[src/rtl/mrpt_pkg.sv]
package mrpt_pkg;

  // Index of the last of the twelve fixed witnesses.
  localparam logic [3:0] WIT_LAST = 4'd11;

  // Sequencer states of the top level.
  typedef enum logic [3:0] {
    S_IDLE,
    S_TRIAL,
    S_SPLIT,
    S_WINIT,
    S_PSTEP,
    S_WACC,
    S_PSQR,
    S_WB,
    S_CHECK,
    S_SQLOOP,
    S_WSQ,
    S_NEXTW,
    S_DONE
  } mrpt_state_t;

  // Status reported by the trial division unit.
  typedef struct packed {
    logic done;
    logic eq_any;
    logic div_any;
  } mrpt_trial_t;

  // The witnesses are the first twelve primes.
  function automatic logic [5:0] mrpt_witness(input logic [3:0] idx);
    logic [5:0] w;
    unique case (idx)
      4'd0:    w = 6'd2;
      4'd1:    w = 6'd3;
      4'd2:    w = 6'd5;
      4'd3:    w = 6'd7;
      4'd4:    w = 6'd11;
      4'd5:    w = 6'd13;
      4'd6:    w = 6'd17;
      4'd7:    w = 6'd19;
      4'd8:    w = 6'd23;
      4'd9:    w = 6'd29;
      4'd10:   w = 6'd31;
      4'd11:   w = 6'd37;
      default: w = 6'd2;
    endcase
    return w;
  endfunction

endpackage

[src/rtl/mrpt_trial.sv]
module mrpt_trial (
  input  logic                 clk,
  input  logic                 rst_n,
  input  logic                 go,
  input  logic [63:0]          number,
  output mrpt_pkg::mrpt_trial_t status
);
  import mrpt_pkg::*;

  logic [63:0] sh_r, sh_nxt;
  logic [2:0]  cnt_r, cnt_nxt;
  logic        run_r, run_nxt;
  logic        done_r, done_nxt;
  logic        eq_r, eq_nxt;
  logic [5:0]  rem_r   [12];
  logic [5:0]  rem_nxt [12];
  logic [11:0] zero_vec;
  logic [11:0] eq_vec;

  // One remainder lane per witness; the number enters one byte per cycle, MSB first.
  // Each byte is folded in by eight short compare-and-subtract steps.
  for (genvar i = 0; i < 12; i++) begin : g_lane
    logic [6:0] t;
    logic [6:0] w7;
    logic [5:0] part;
    always_comb begin
      w7   = {1'b0, mrpt_witness(4'(i))};
      part = rem_r[i];
      t    = '0;
      for (int j = 0; j < 8; j++) begin
        t    = {part, sh_r[63 - j]};
        part = (t >= w7) ? 6'(t - w7) : t[5:0];
      end
      if (go) begin
        rem_nxt[i] = '0;
      end else if (run_r) begin
        rem_nxt[i] = part;
      end else begin
        rem_nxt[i] = rem_r[i];
      end
    end
    assign zero_vec[i] = (rem_r[i] == 6'd0);
    assign eq_vec[i]   = (number == {58'd0, mrpt_witness(4'(i))});
  end

  // Byte counter and control of the serial pass.
  always_comb begin
    sh_nxt   = sh_r;
    cnt_nxt  = cnt_r;
    run_nxt  = run_r;
    done_nxt = 1'b0;
    eq_nxt   = eq_r;
    if (go) begin
      sh_nxt  = number;
      cnt_nxt = '0;
      run_nxt = 1'b1;
      eq_nxt  = |eq_vec;
    end else if (run_r) begin
      sh_nxt  = {sh_r[55:0], 8'd0};
      cnt_nxt = cnt_r + 3'd1;
      if (cnt_r == 3'd7) begin
        run_nxt  = 1'b0;
        done_nxt = 1'b1;
      end
    end
  end

  always_ff @(posedge clk) begin
    if (!rst_n) begin
      run_r  <= 1'b0;
      done_r <= 1'b0;
    end else begin
      run_r  <= run_nxt;
      done_r <= done_nxt;
    end
  end

  always_ff @(posedge clk) begin
    sh_r  <= sh_nxt;
    cnt_r <= cnt_nxt;
    eq_r  <= eq_nxt;
    for (int k = 0; k < 12; k++) begin
      rem_r[k] <= rem_nxt[k];
    end
  end

  assign status.done    = done_r;
  assign status.eq_any  = eq_r;
  assign status.div_any = |zero_vec;

endmodule

[src/rtl/mrpt_mulmod.sv]
module mrpt_mulmod (
  input  logic        clk,
  input  logic        rst_n,
  input  logic        go,
  input  logic [63:0] opa,
  input  logic [63:0] opb,
  input  logic [63:0] modulus,
  output logic        done,
  output logic [63:0] result
);
  import mrpt_pkg::*;

  logic [63:0] acc_r, acc_nxt;
  logic [63:0] x_r, x_nxt;
  logic [63:0] y_r, y_nxt;
  logic        run_r, run_nxt;
  logic [64:0] m65;
  logic [64:0] sum_acc;
  logic [64:0] sum_dbl;
  logic [63:0] acc_add;
  logic [63:0] x_dbl;

  // Two modular adds in parallel: acc + x and x + x, both operands below the modulus.
  always_comb begin
    m65     = {1'b0, modulus};
    sum_acc = {1'b0, acc_r} + {1'b0, x_r};
    sum_dbl = {1'b0, x_r} + {1'b0, x_r};
    acc_add = (sum_acc >= m65) ? 64'(sum_acc - m65) : sum_acc[63:0];
    x_dbl   = (sum_dbl >= m65) ? 64'(sum_dbl - m65) : sum_dbl[63:0];
  end

  // One multiplier bit per cycle, LSB first, until the multiplier is exhausted.
  always_comb begin
    acc_nxt = acc_r;
    x_nxt   = x_r;
    y_nxt   = y_r;
    run_nxt = run_r;
    if (go) begin
      acc_nxt = '0;
      x_nxt   = opa;
      y_nxt   = opb;
      run_nxt = 1'b1;
    end else if (run_r) begin
      if (y_r == 64'd0) begin
        run_nxt = 1'b0;
      end else begin
        if (y_r[0]) begin
          acc_nxt = acc_add;
        end
        x_nxt = x_dbl;
        y_nxt = {1'b0, y_r[63:1]};
      end
    end
  end

  always_ff @(posedge clk) begin
    if (!rst_n) begin
      run_r <= 1'b0;
    end else begin
      run_r <= run_nxt;
    end
  end

  always_ff @(posedge clk) begin
    acc_r <= acc_nxt;
    x_r   <= x_nxt;
    y_r   <= y_nxt;
  end

  assign done   = run_r && (y_r == 64'd0);
  assign result = acc_r;

endmodule

[src/rtl/miller_rabin_prime_test_64.sv]
// Deterministic primality test for unsigned 64-bit numbers.
// Input: drive in_number and raise start while busy is low; the transfer
// happens at that clock edge and busy stays high until the result is out.
// Output: out_valid is high for exactly one cycle with out_is_prime; that
// cycle's closing edge is the transfer, and the receiver cannot stall it.
// The next number may be started in the cycle after out_valid.
// Numbers below 2, equal to a witness, or divisible by one get their result
// straight after the trial division, which takes one byte per cycle.
// Other numbers go through Miller-Rabin with witnesses 2 to 37; each modular
// product runs in the shared shift-and-add multiplier, one doubling step per
// cycle, and a number needs at most 125 of them per witness, about 1500 in
// all.
// One number is handled at a time. Reset returns the sequencer to idle and
// drops any number in progress; nothing is kept between numbers.
module miller_rabin_prime_test_64 (
  input  logic        clk,
  input  logic        rst_n,
  input  logic        start,
  output logic        busy,
  input  logic [63:0] in_number,
  output logic        out_valid,
  output logic        out_is_prime
);
  import mrpt_pkg::*;

  mrpt_state_t state_r, state_nxt;
  logic [63:0] n_r, n_nxt;
  logic [63:0] d_r, d_nxt;
  logic [5:0]  s_r, s_nxt;
  logic [63:0] acc_r, acc_nxt;
  logic [63:0] b_r, b_nxt;
  logic [63:0] e_r, e_nxt;
  logic [5:0]  r_r, r_nxt;
  logic [3:0]  widx_r, widx_nxt;
  logic        prime_r, prime_nxt;
  logic [63:0] nm1;
  logic [63:0] e_half;
  logic        trial_go;
  mrpt_trial_t trial;
  logic        mul_go;
  logic [63:0] mul_a;
  logic [63:0] mul_b;
  logic        mul_done;
  logic [63:0] mul_res;
  logic        early_out;

  assign nm1       = n_r - 64'd1;
  assign e_half    = {1'b0, e_r[63:1]};
  assign early_out = (n_r < 64'd2) || trial.eq_any || trial.div_any;

  mrpt_trial u_trial (
    .clk    (clk),
    .rst_n  (rst_n),
    .go     (trial_go),
    .number (in_number),
    .status (trial)
  );

  mrpt_mulmod u_mulmod (
    .clk     (clk),
    .rst_n   (rst_n),
    .go      (mul_go),
    .opa     (mul_a),
    .opb     (mul_b),
    .modulus (n_r),
    .done    (mul_done),
    .result  (mul_res)
  );

  // Next state of the sequencer.
  always_comb begin
    state_nxt = state_r;
    unique case (state_r)
      S_IDLE:   if (start) state_nxt = S_TRIAL;
      S_TRIAL:  if (trial.done) state_nxt = early_out ? S_DONE : S_SPLIT;
      S_SPLIT:  if (d_r[0]) state_nxt = S_WINIT;
      S_WINIT:  state_nxt = S_PSTEP;
      S_PSTEP: begin
        if (e_r == 64'd0) begin
          state_nxt = S_CHECK;
        end else if (e_r[0]) begin
          state_nxt = S_WACC;
        end else begin
          state_nxt = S_PSQR;
        end
      end
      S_WACC:   if (mul_done) state_nxt = S_PSQR;
      S_PSQR:   state_nxt = (e_half == 64'd0) ? S_CHECK : S_WB;
      S_WB:     if (mul_done) state_nxt = S_PSTEP;
      S_CHECK:  state_nxt = ((acc_r == 64'd1) || (acc_r == nm1)) ? S_NEXTW : S_SQLOOP;
      S_SQLOOP: state_nxt = (r_r < s_r) ? S_WSQ : S_DONE;
      S_WSQ:    if (mul_done) state_nxt = (mul_res == nm1) ? S_NEXTW : S_SQLOOP;
      S_NEXTW:  state_nxt = (widx_r == WIT_LAST) ? S_DONE : S_WINIT;
      S_DONE:   state_nxt = S_IDLE;
      default:  state_nxt = S_IDLE;
    endcase
  end

  // Unit launches and multiplier operand selection.
  always_comb begin
    trial_go = 1'b0;
    mul_go   = 1'b0;
    mul_a    = acc_r;
    mul_b    = b_r;
    unique case (state_r)
      S_IDLE:   trial_go = start;
      S_PSTEP:  mul_go = (e_r != 64'd0) && e_r[0];
      S_PSQR: begin
        mul_go = (e_half != 64'd0);
        mul_a  = b_r;
        mul_b  = b_r;
      end
      S_SQLOOP: begin
        mul_go = (r_r < s_r);
        mul_a  = acc_r;
        mul_b  = acc_r;
      end
      default: begin
        mul_go = 1'b0;
      end
    endcase
  end

  // Datapath registers updated by the sequencer.
  always_comb begin
    n_nxt     = n_r;
    d_nxt     = d_r;
    s_nxt     = s_r;
    acc_nxt   = acc_r;
    b_nxt     = b_r;
    e_nxt     = e_r;
    r_nxt     = r_r;
    widx_nxt  = widx_r;
    prime_nxt = prime_r;
    case (state_r)
      S_IDLE: begin
        if (start) n_nxt = in_number;
      end
      S_TRIAL: begin
        d_nxt    = nm1;
        s_nxt    = '0;
        widx_nxt = '0;
        // Below two is not prime; a witness itself is prime; a multiple is not.
        prime_nxt = (n_r >= 64'd2) && trial.eq_any;
      end
      S_SPLIT: begin
        if (!d_r[0]) begin
          d_nxt = {1'b0, d_r[63:1]};
          s_nxt = s_r + 6'd1;
        end
      end
      S_WINIT: begin
        acc_nxt = 64'd1;
        b_nxt   = {58'd0, mrpt_witness(widx_r)};
        e_nxt   = d_r;
      end
      S_WACC: begin
        if (mul_done) acc_nxt = mul_res;
      end
      S_PSQR: begin
        e_nxt = e_half;
      end
      S_WB: begin
        if (mul_done) b_nxt = mul_res;
      end
      S_CHECK: begin
        r_nxt = 6'd1;
      end
      S_SQLOOP: begin
        if (r_r >= s_r) prime_nxt = 1'b0;
      end
      S_WSQ: begin
        if (mul_done) begin
          acc_nxt = mul_res;
          r_nxt   = r_r + 6'd1;
        end
      end
      S_NEXTW: begin
        if (widx_r == WIT_LAST) begin
          prime_nxt = 1'b1;
        end else begin
          widx_nxt = widx_r + 4'd1;
        end
      end
      default: begin
        prime_nxt = prime_r;
      end
    endcase
  end

  always_ff @(posedge clk) begin
    if (!rst_n) begin
      state_r <= S_IDLE;
    end else begin
      state_r <= state_nxt;
    end
  end

  always_ff @(posedge clk) begin
    n_r     <= n_nxt;
    d_r     <= d_nxt;
    s_r     <= s_nxt;
    acc_r   <= acc_nxt;
    b_r     <= b_nxt;
    e_r     <= e_nxt;
    r_r     <= r_nxt;
    widx_r  <= widx_nxt;
    prime_r <= prime_nxt;
  end

  assign busy         = (state_r != S_IDLE);
  assign out_valid    = (state_r == S_DONE);
  assign out_is_prime = prime_r;

  // An accepted number keeps the block busy in the next cycle.
  a_start_busy: assert property (@(posedge clk) disable iff (!rst_n)
    start && !busy |=> busy)
    else $error("accepted number did not make the block busy");

  // The result strobe lasts one cycle.
  a_strobe_once: assert property (@(posedge clk) disable iff (!rst_n)
    out_valid |=> !out_valid)
    else $error("result strobe held for more than one cycle");

  // The multiplier only finishes while the sequencer waits for it.
  a_mul_wait: assert property (@(posedge clk) disable iff (!rst_n)
    mul_done |-> (state_r == S_WACC) || (state_r == S_WB) || (state_r == S_WSQ))
    else $error("modular product finished outside a wait state");

  // A prime result is odd or is two.
  a_prime_odd: assert property (@(posedge clk) disable iff (!rst_n)
    out_valid && out_is_prime |-> n_r[0] || (n_r == 64'd2))
    else $error("even number other than two reported prime");

endmodule

[config.mk]
export PLATFORM = sky130hd
export DESIGN_NAME = miller_rabin_prime_test_64
export DESIGN_NICKNAME = d
export VERILOG_FILES = /design/src/rtl/mrpt_pkg.sv /design/src/rtl/mrpt_trial.sv /design/src/rtl/mrpt_mulmod.sv /design/src/rtl/miller_rabin_prime_test_64.sv
export SDC_FILE = /design/constraint.sdc
export NUM_CORES = 2
export LEC_CHECK = 0
export BUFFER_PORTS_ARGS = -buffer_cell sky130_fd_sc_hd__buf_2
export CAP_MARGIN = 40
export CORE_MARGIN = 2
export CORE_UTILIZATION = 60
export DETAILED_ROUTE_END_ITERATION = 8
export PLACE_DENSITY = 0.75
export SLEW_MARGIN = 20
export SYNTH_ARGS = -nofsm -noshare
export SYNTH_HDL_FRONTEND = slang
export SYNTH_HIERARCHICAL = 1
export SYNTH_SLANG_ARGS = --single-unit
[constraint.sdc]
create_clock -name clk -period 24.9 [get_ports clk]
set_clock_uncertainty 0.1 [all_clocks]
set_input_delay 2.49 -clock clk [delete_from_list [all_inputs] [get_ports clk]]
set_output_delay 2.49 -clock clk [all_outputs]
set_load 0.03 [all_outputs]
Yosys cells after proc, flatten, opt, wreduce, memory -nomap -nowiden
Memory sizes are Yosys's and may differ from the RTL's. A register that Yosys moved wholly into a read port is not among the register bits.
Cells that the tools add are included.
{"block": "classes", "n_reduce_logical": 48, "n_mux": 172, "n_eq_ne": 41, "n_addsub": 105, "magnitude_cmp": 102, "bitwise": 3}
{"operator": "$mux W64", "n": 14}
{"operator": "$mux W6", "n": 122}
{"operator": "$pmux W64 S2", "n": 4}
{"operator": "$eq A64 B5 Y1 const B", "n": 5}
{"operator": "$ge A7 B5 Y1 const B", "n": 40}
{"operator": "$sub A6 B5 Y6 const B", "n": 40}
{"operator": "$logic_not A64 Y1", "n": 3}
{"operator": "$add A64 B64 Y65", "n": 2}
{"operator": "$ge A65 B64 Y1", "n": 2}
{"operator": "$eq A64 B2 Y1 const B", "n": 2}
{"operator": "$eq A64 B3 Y1 const B", "n": 2}
{"operator": "$eq A64 B4 Y1 const B", "n": 2}
{"operator": "$eq A64 B64 Y1", "n": 2}
{"operator": "$reduce_bool A64 Y1", "n": 2}
{"operator": "$sub A64 B64 Y64", "n": 2}
{"operator": "$ge A7 B2 Y1 const B", "n": 16}
{"operator": "$ge A7 B3 Y1 const B", "n": 16}
{"operator": "$ge A7 B4 Y1 const B", "n": 16}
{"operator": "$sub A6 B2 Y6 const B", "n": 16}
{"operator": "$sub A6 B3 Y6 const B", "n": 16}
{"operator": "$sub A6 B4 Y6 const B", "n": 16}
{"operator": "$logic_not A6 Y1", "n": 12}
{"operator": "$eq A64 B1 Y1 const B", "n": 1}
{"operator": "$eq A64 B6 Y1 const B", "n": 1}
{"operator": "other kinds (38)", "n": 117}
{"block": "word_totals", "mem_count": 2, "input_bits": 67, "out_inout_bits": 3, "ramBits": 72, "romBits": 96, "reg_bits": 604, "elab_cells": 493}
{"name": "(no name shown)", "depth": 16, "width": 6, "read_ports": 1, "rd_clocked_by_memory_dff": 1, "write_ports": 0, "line": "mrpt_pkg.sv:33", "rtl": "unique case (idx)"}
{"name": "u_trial.rem_r", "depth": 12, "width": 6, "read_ports": 12, "rd_clocked_by_memory_dff": 0, "write_ports": 12, "line": "mrpt_trial.sv:15", "rtl": "logic [5:0] rem_r [12];"}

Depth between registers and ports, before layout
An unclocked memory read counts as a cell.
{"block": "depth", "ltp_word": 19, "ltp_mapped": 49, "depth_no_buf": 45}

Modules after synthesis
Netlist, hierarchy kept.
{"mod": "mrpt_trial", "area_per_inst_um2": 27817.9, "seq_area_each_um2": 3493.4, "cells_each": 3885, "n_inst": 1}
{"mod": "mrpt_mulmod", "area_per_inst_um2": 20059.2, "seq_area_each_um2": 5144.9, "cells_each": 2490, "n_inst": 1}
{"mod": "miller_rabin_prime_test_64", "area_per_inst_um2": 19846.5, "seq_area_each_um2": 10319.9, "cells_each": 1737, "n_inst": 1}

Worst setup path before layout
No wires, ideal clock.
{"block": "synth_path", "kind": "reg-to-reg", "startpoint": "register u_trial.sh_r[63]", "endpoint": "memory u_trial.rem_r[1][3] (netlist: u_trial/rem_r[0][9])", "slack_ns": 14.867, "setup_time_ns": 0.122, "stages_incl_launch_ff": 47, "n_path_buf": 6, "arrival_ns": 9.811, "path_cell_list": "edfxtp_1 buf_4 buf_6 buf_6 a211o_1 o31a_1 nor2_1 ha_1 nand2b_1 clkbuf_1 o31ai_1 nand2_1 inv_1 ha_1 inv_1 nand2_1 nand4b_1 xnor2_1 [11 not listed] clkbuf_1 nor2_1 a22oi_1 nor2_2 xnor2_1 ha_1 inv_1 nor3_1 nand2_1 o311ai_0 a31oi_1 o31ai_1 a2111oi_4 xnor2_1 ha_1 and2b_1 o31a_1 a221o_1"}
{"element": "start: declaration", "line": "mrpt_trial.sv:10", "rtl": "logic [63:0] sh_r, sh_nxt;"}
{"element": "start signal: assignment", "line": "mrpt_trial.sv:79", "rtl": "sh_r <= sh_nxt;"}
{"element": "end: declaration", "line": "mrpt_trial.sv:15"}

==> flow_metrics.py <==
metrics = {
    "grt": {
        "grtUsageMet1": 0.6034,
        "grt_max_degree": 132,
        "busiest_layer": "met1",
        "gr-usage-met3": 0.1351,
        "grtUsageTotal": 0.4090,
        "grt_pass1_wl_um": 367400,
        "antenna_found_initial": 13,
        "grt_pass1_vias": 60313,
        "met2_usage": 0.5560,
        "gr-total-overflow": 0,
    },
    "sta": {
        "tightest_slew_ns": 0.9674,
        "setup_ws_ns": 13.35,
        "drv_slew": 0,
        "slew_headroom": 0.3527,
        "post-route-period-util": 0.4638,
        "hold_viol_final": 0,
        "fin_tns_setup_ns": 0,
        "period_minus_slack_ns": 11.55,
        "fmax_ghz": 0.08659,
        "grt_setup_unrepaired": "false",
        "setup_viol": 0,
    },
    "setup_path": {
        "crit_fanout": 27,
        "crit_slowest_cell": "nor3b_1",
        "cp_common_cell": "ha_1",
        "worstPathArrival_ns": 12.01,
        "startpoint_type": "flop",
        "end_kind": "flop",
        "crit_buf_inv": 6,
        "crit_family": "simple AND/OR/NAND/NOR gates",
        "crit_required_ns": 25.37,
        "slowest_delay_ns": 0.69,
        "crit_type": "reg2reg",
    },
    "synth": {
        "synth_nets": 8471,
        "ys_types": 145,
        "syn_inst": 8112,
        "synth_ff_type": "edfxtp_1",
        "synthArstFlopShare": 0,
        "ys_ff_latch": 682,
        "synth_edf_count": 530,
        "yosysWarnings": 6,
        "syn_avg_cell_area_sq_um": 8.349,
        "synth-seq-area-share": 0.2799,
        "synth_area_sq_mm": 0.06772,
    },
    "placement": {
        "post-place-ws_ns": 13.54,
        "port_buffers": 69,
        "routabilityCongestion": 1.057,
        "dpl.hpwl_um": 188200,
        "dp_cells": 9355,
    },
    "clock_tree": {
        "cts_sinks": 682,
        "post_cts_buffers": 0,
        "clock-root-buffer": "clkbuf_16",
        "clkLatencyLatePin_ns": 0.71,
        "cts_tree": "yes",
        "cts_resized": 0,
        "holdBufCountCts": 0,
        "clockBufferDepth": 3,
        "htree_levels": 3,
        "cts_buffers": 75,
        "path_clk_slew_ns": 0.06,
    },
    "route": {
        "dr.pass1.iters": 7,
        "via_per_inst": 7.137,
        "num_vias": 67928,
        "drt_wl_total_um": 248800,
        "postRouteAntennaNets": 0,
        "drc": 0,
        "wl_per_cell_um": 26.14,
        "first_iter_violations": 10472,
    },
    "final_layout": {
        "synthToLayoutAreaGrowth_pct": 6.439,
        "multi_input_area_sq_mm": 0.04610,
        "seq_area_sq_mm": 0.01896,
        "fillers": 9635,
        "drive_above_1_share": 0.1156,
        "stdcell_count": 9518,
        "nNetsFinal": 8312,
    },
    "outcome": {
        "outcome": "finished, final reports clean",
    },
    "run": {
        "cap_viol_max_count": 0,
    },
    "die": {
        "die_w_um": 340.0,
        "start_util": 0.6036,
        "rows": 123,
        "design.die.area_sq_mm": 0.1156,
        "fp.dieH_um": 340.0,
        "coreArea_sq_mm": 0.1122,
        "io-pin-count": 70,
    },
    "min_path": {
        "hp-class": "reg2reg",
    },
}
[metal layers]
layer / vias up / share of wire
li1: 30780 / -
met1: 32431 / 0.42
met2: 4224 / 0.39
met3: 479 / 0.15
met4: 14 / 0.037
met5: - / 0.00070
[final timing paths]
path | startpoint | to | slack, ns | depth (start not counted)
worst max-delay path | u_trial/sh_r[63] | u_trial/rem_r[0][9] | 13.35 | 43
worst min-delay path | u_trial/rem_r[0][11] | u_trial/rem_r[0][11] | 0.37 | 1
worst max register to register | u_trial/sh_r[63] | u_trial/rem_r[0][9] | 13.35 | 43
worst min register to register | u_trial/rem_r[0][11] | u_trial/rem_r[0][11] | 0.37 | 1
[registers in the layout, indices dropped and copies added, names as in the netlist, named ones only]
| signal | cells |
|---|---|
| d_r | 64 |
| u_mulmod/y_r | 64 |
| state_r | 4 |
| s_r | 6 |
| widx_r | 4 |
| n_r | 64 |
| out_is_prime | 1 |
| u_mulmod/run_r | 1 |
| u_trial/cnt_r | 3 |
| u_trial/done_r | 1 |
| u_mulmod/result | 64 |
| u_mulmod/x_r | 64 |
| u_trial/run_r | 1 |
| r_r | 6 |
| u_trial/sh_r | 64 |
| b_r | 64 |
| acc_r | 64 |
| e_r | 64 |
| u_trial/rem_r | 72 |
| u_trial/eq_r | 1 |
[worst reg2reg max path: cells and delay by family, from the launching register on]
kind	cells	cell delay [ns]
AND/OR/NAND/NOR	12	2.99
AO/OA/AOI/OAI	12	2.94
XOR/XNOR	5	1.66
flip-flops	1	0.33
buffers and inverters	6	0.96
adder cells (fa/ha/maj)	8	2.49
[placed cells by master, fill, tap and decap left out, drive strengths merged, types with 62 or more instances in the layout]
| master | count |
|---|---|
| a21oi | 684 |
| nand2 | 645 |
| nor2 | 616 |
| edfxtp | 530 |
| o21ai | 482 |
| mux2 | 390 |
| xnor2 | 307 |
| ha | 289 |
| inv | 270 |
| nor3 | 265 |
| nand3 | 246 |
| buf | 181 |
| nor4 | 177 |
| xor2 | 167 |
| dfxtp | 152 |
| a211oi | 152 |
| a21o | 143 |
| and2 | 141 |
| nand4 | 136 |
| nor2b | 117 |
| mux2i | 114 |
| clkbuf | 108 |
| a31oi | 107 |
| o21a | 95 |
| o211ai | 89 |
| and3 | 80 |
| or3 | 79 |
| o31ai | 77 |
| nand2b | 76 |
| or2 | 72 |
| o22ai | 62 |
[layout make-up]
type                            count  share of cell area
Multi-Input combinational cell   6735              0.6395
Sequential cell                   682              0.2630
Clock buffer                       98             0.02822
Tap cell                         1500             0.02604
Timing Repair Buffer              193             0.02074
Inverter                          266             0.01387
Clock inverter                     42            0.008523
Antenna cell                        2          0.00006943
[through the flow]
stage                     area, sq um    util  hold WS (ns)
after CTS                       71820  0.6402        0.3714
after global placement          68930  0.6144        0.3483
final                           72080  0.6425        0.3709
after detailed placement        69170  0.6166        0.3559
after global routing            72080  0.6425        0.4061
after floorplan                 67720       -        0.3337
[cells by family after synthesis]
kind of cell,synth area share
adder cells (fa/ha/maj),0.05546
AO/OA/AOI/OAI,0.2648
AND/OR/NAND/NOR,0.2142
flip-flops,0.2799
buffers and inverters,0.04149
XOR/XNOR,0.06197
multiplexers,0.08220
[Yosys cell counts (all sizes together) (35+ instances only)]
cell type / instances / area [sq um]
a21oi: 684 / 3431
nand2: 645 / 2431
nor2: 616 / 2322
edfxtp: 530 / 15920
o21ai: 482 / 2420
mux2: 390 / 4395
clkbuf: 321 / 1206
xnor2: 307 / 2689
ha: 289 / 3616
nor3: 265 / 1346
inv: 263 / 987.2
nand3: 246 / 1241
nor4: 177 / 1179
xor2: 167 / 1463
a211oi: 152 / 1246
dfxtp: 152 / 3043
a21o: 143 / 1074
and2: 141 / 882.1
nand4: 136 / 857.1
nor2b: 117 / 732.0
mux2i: 114 / 1149
buf: 108 / 605.6
a31oi: 107 / 688.2
o21a: 95 / 713.2
o211ai: 89 / 673.1
and3: 80 / 505.5
or3: 79 / 499.2
o31ai: 77 / 613.1
nand2b: 76 / 475.5
or2: 72 / 452.9
o22ai: 62 / 400.4
or4: 50 / 391.6
o21bai: 49 / 367.9
a21boi: 47 / 356.6
a311oi: 47 / 441.7
a211o: 45 / 394.1
nor3b: 39 / 307.8
a22oi: 35 / 276.5
Power is left out: the tool's default activity adds up to more than one toggle a clock period on the data nets, which glitch-free logic cannot reach.
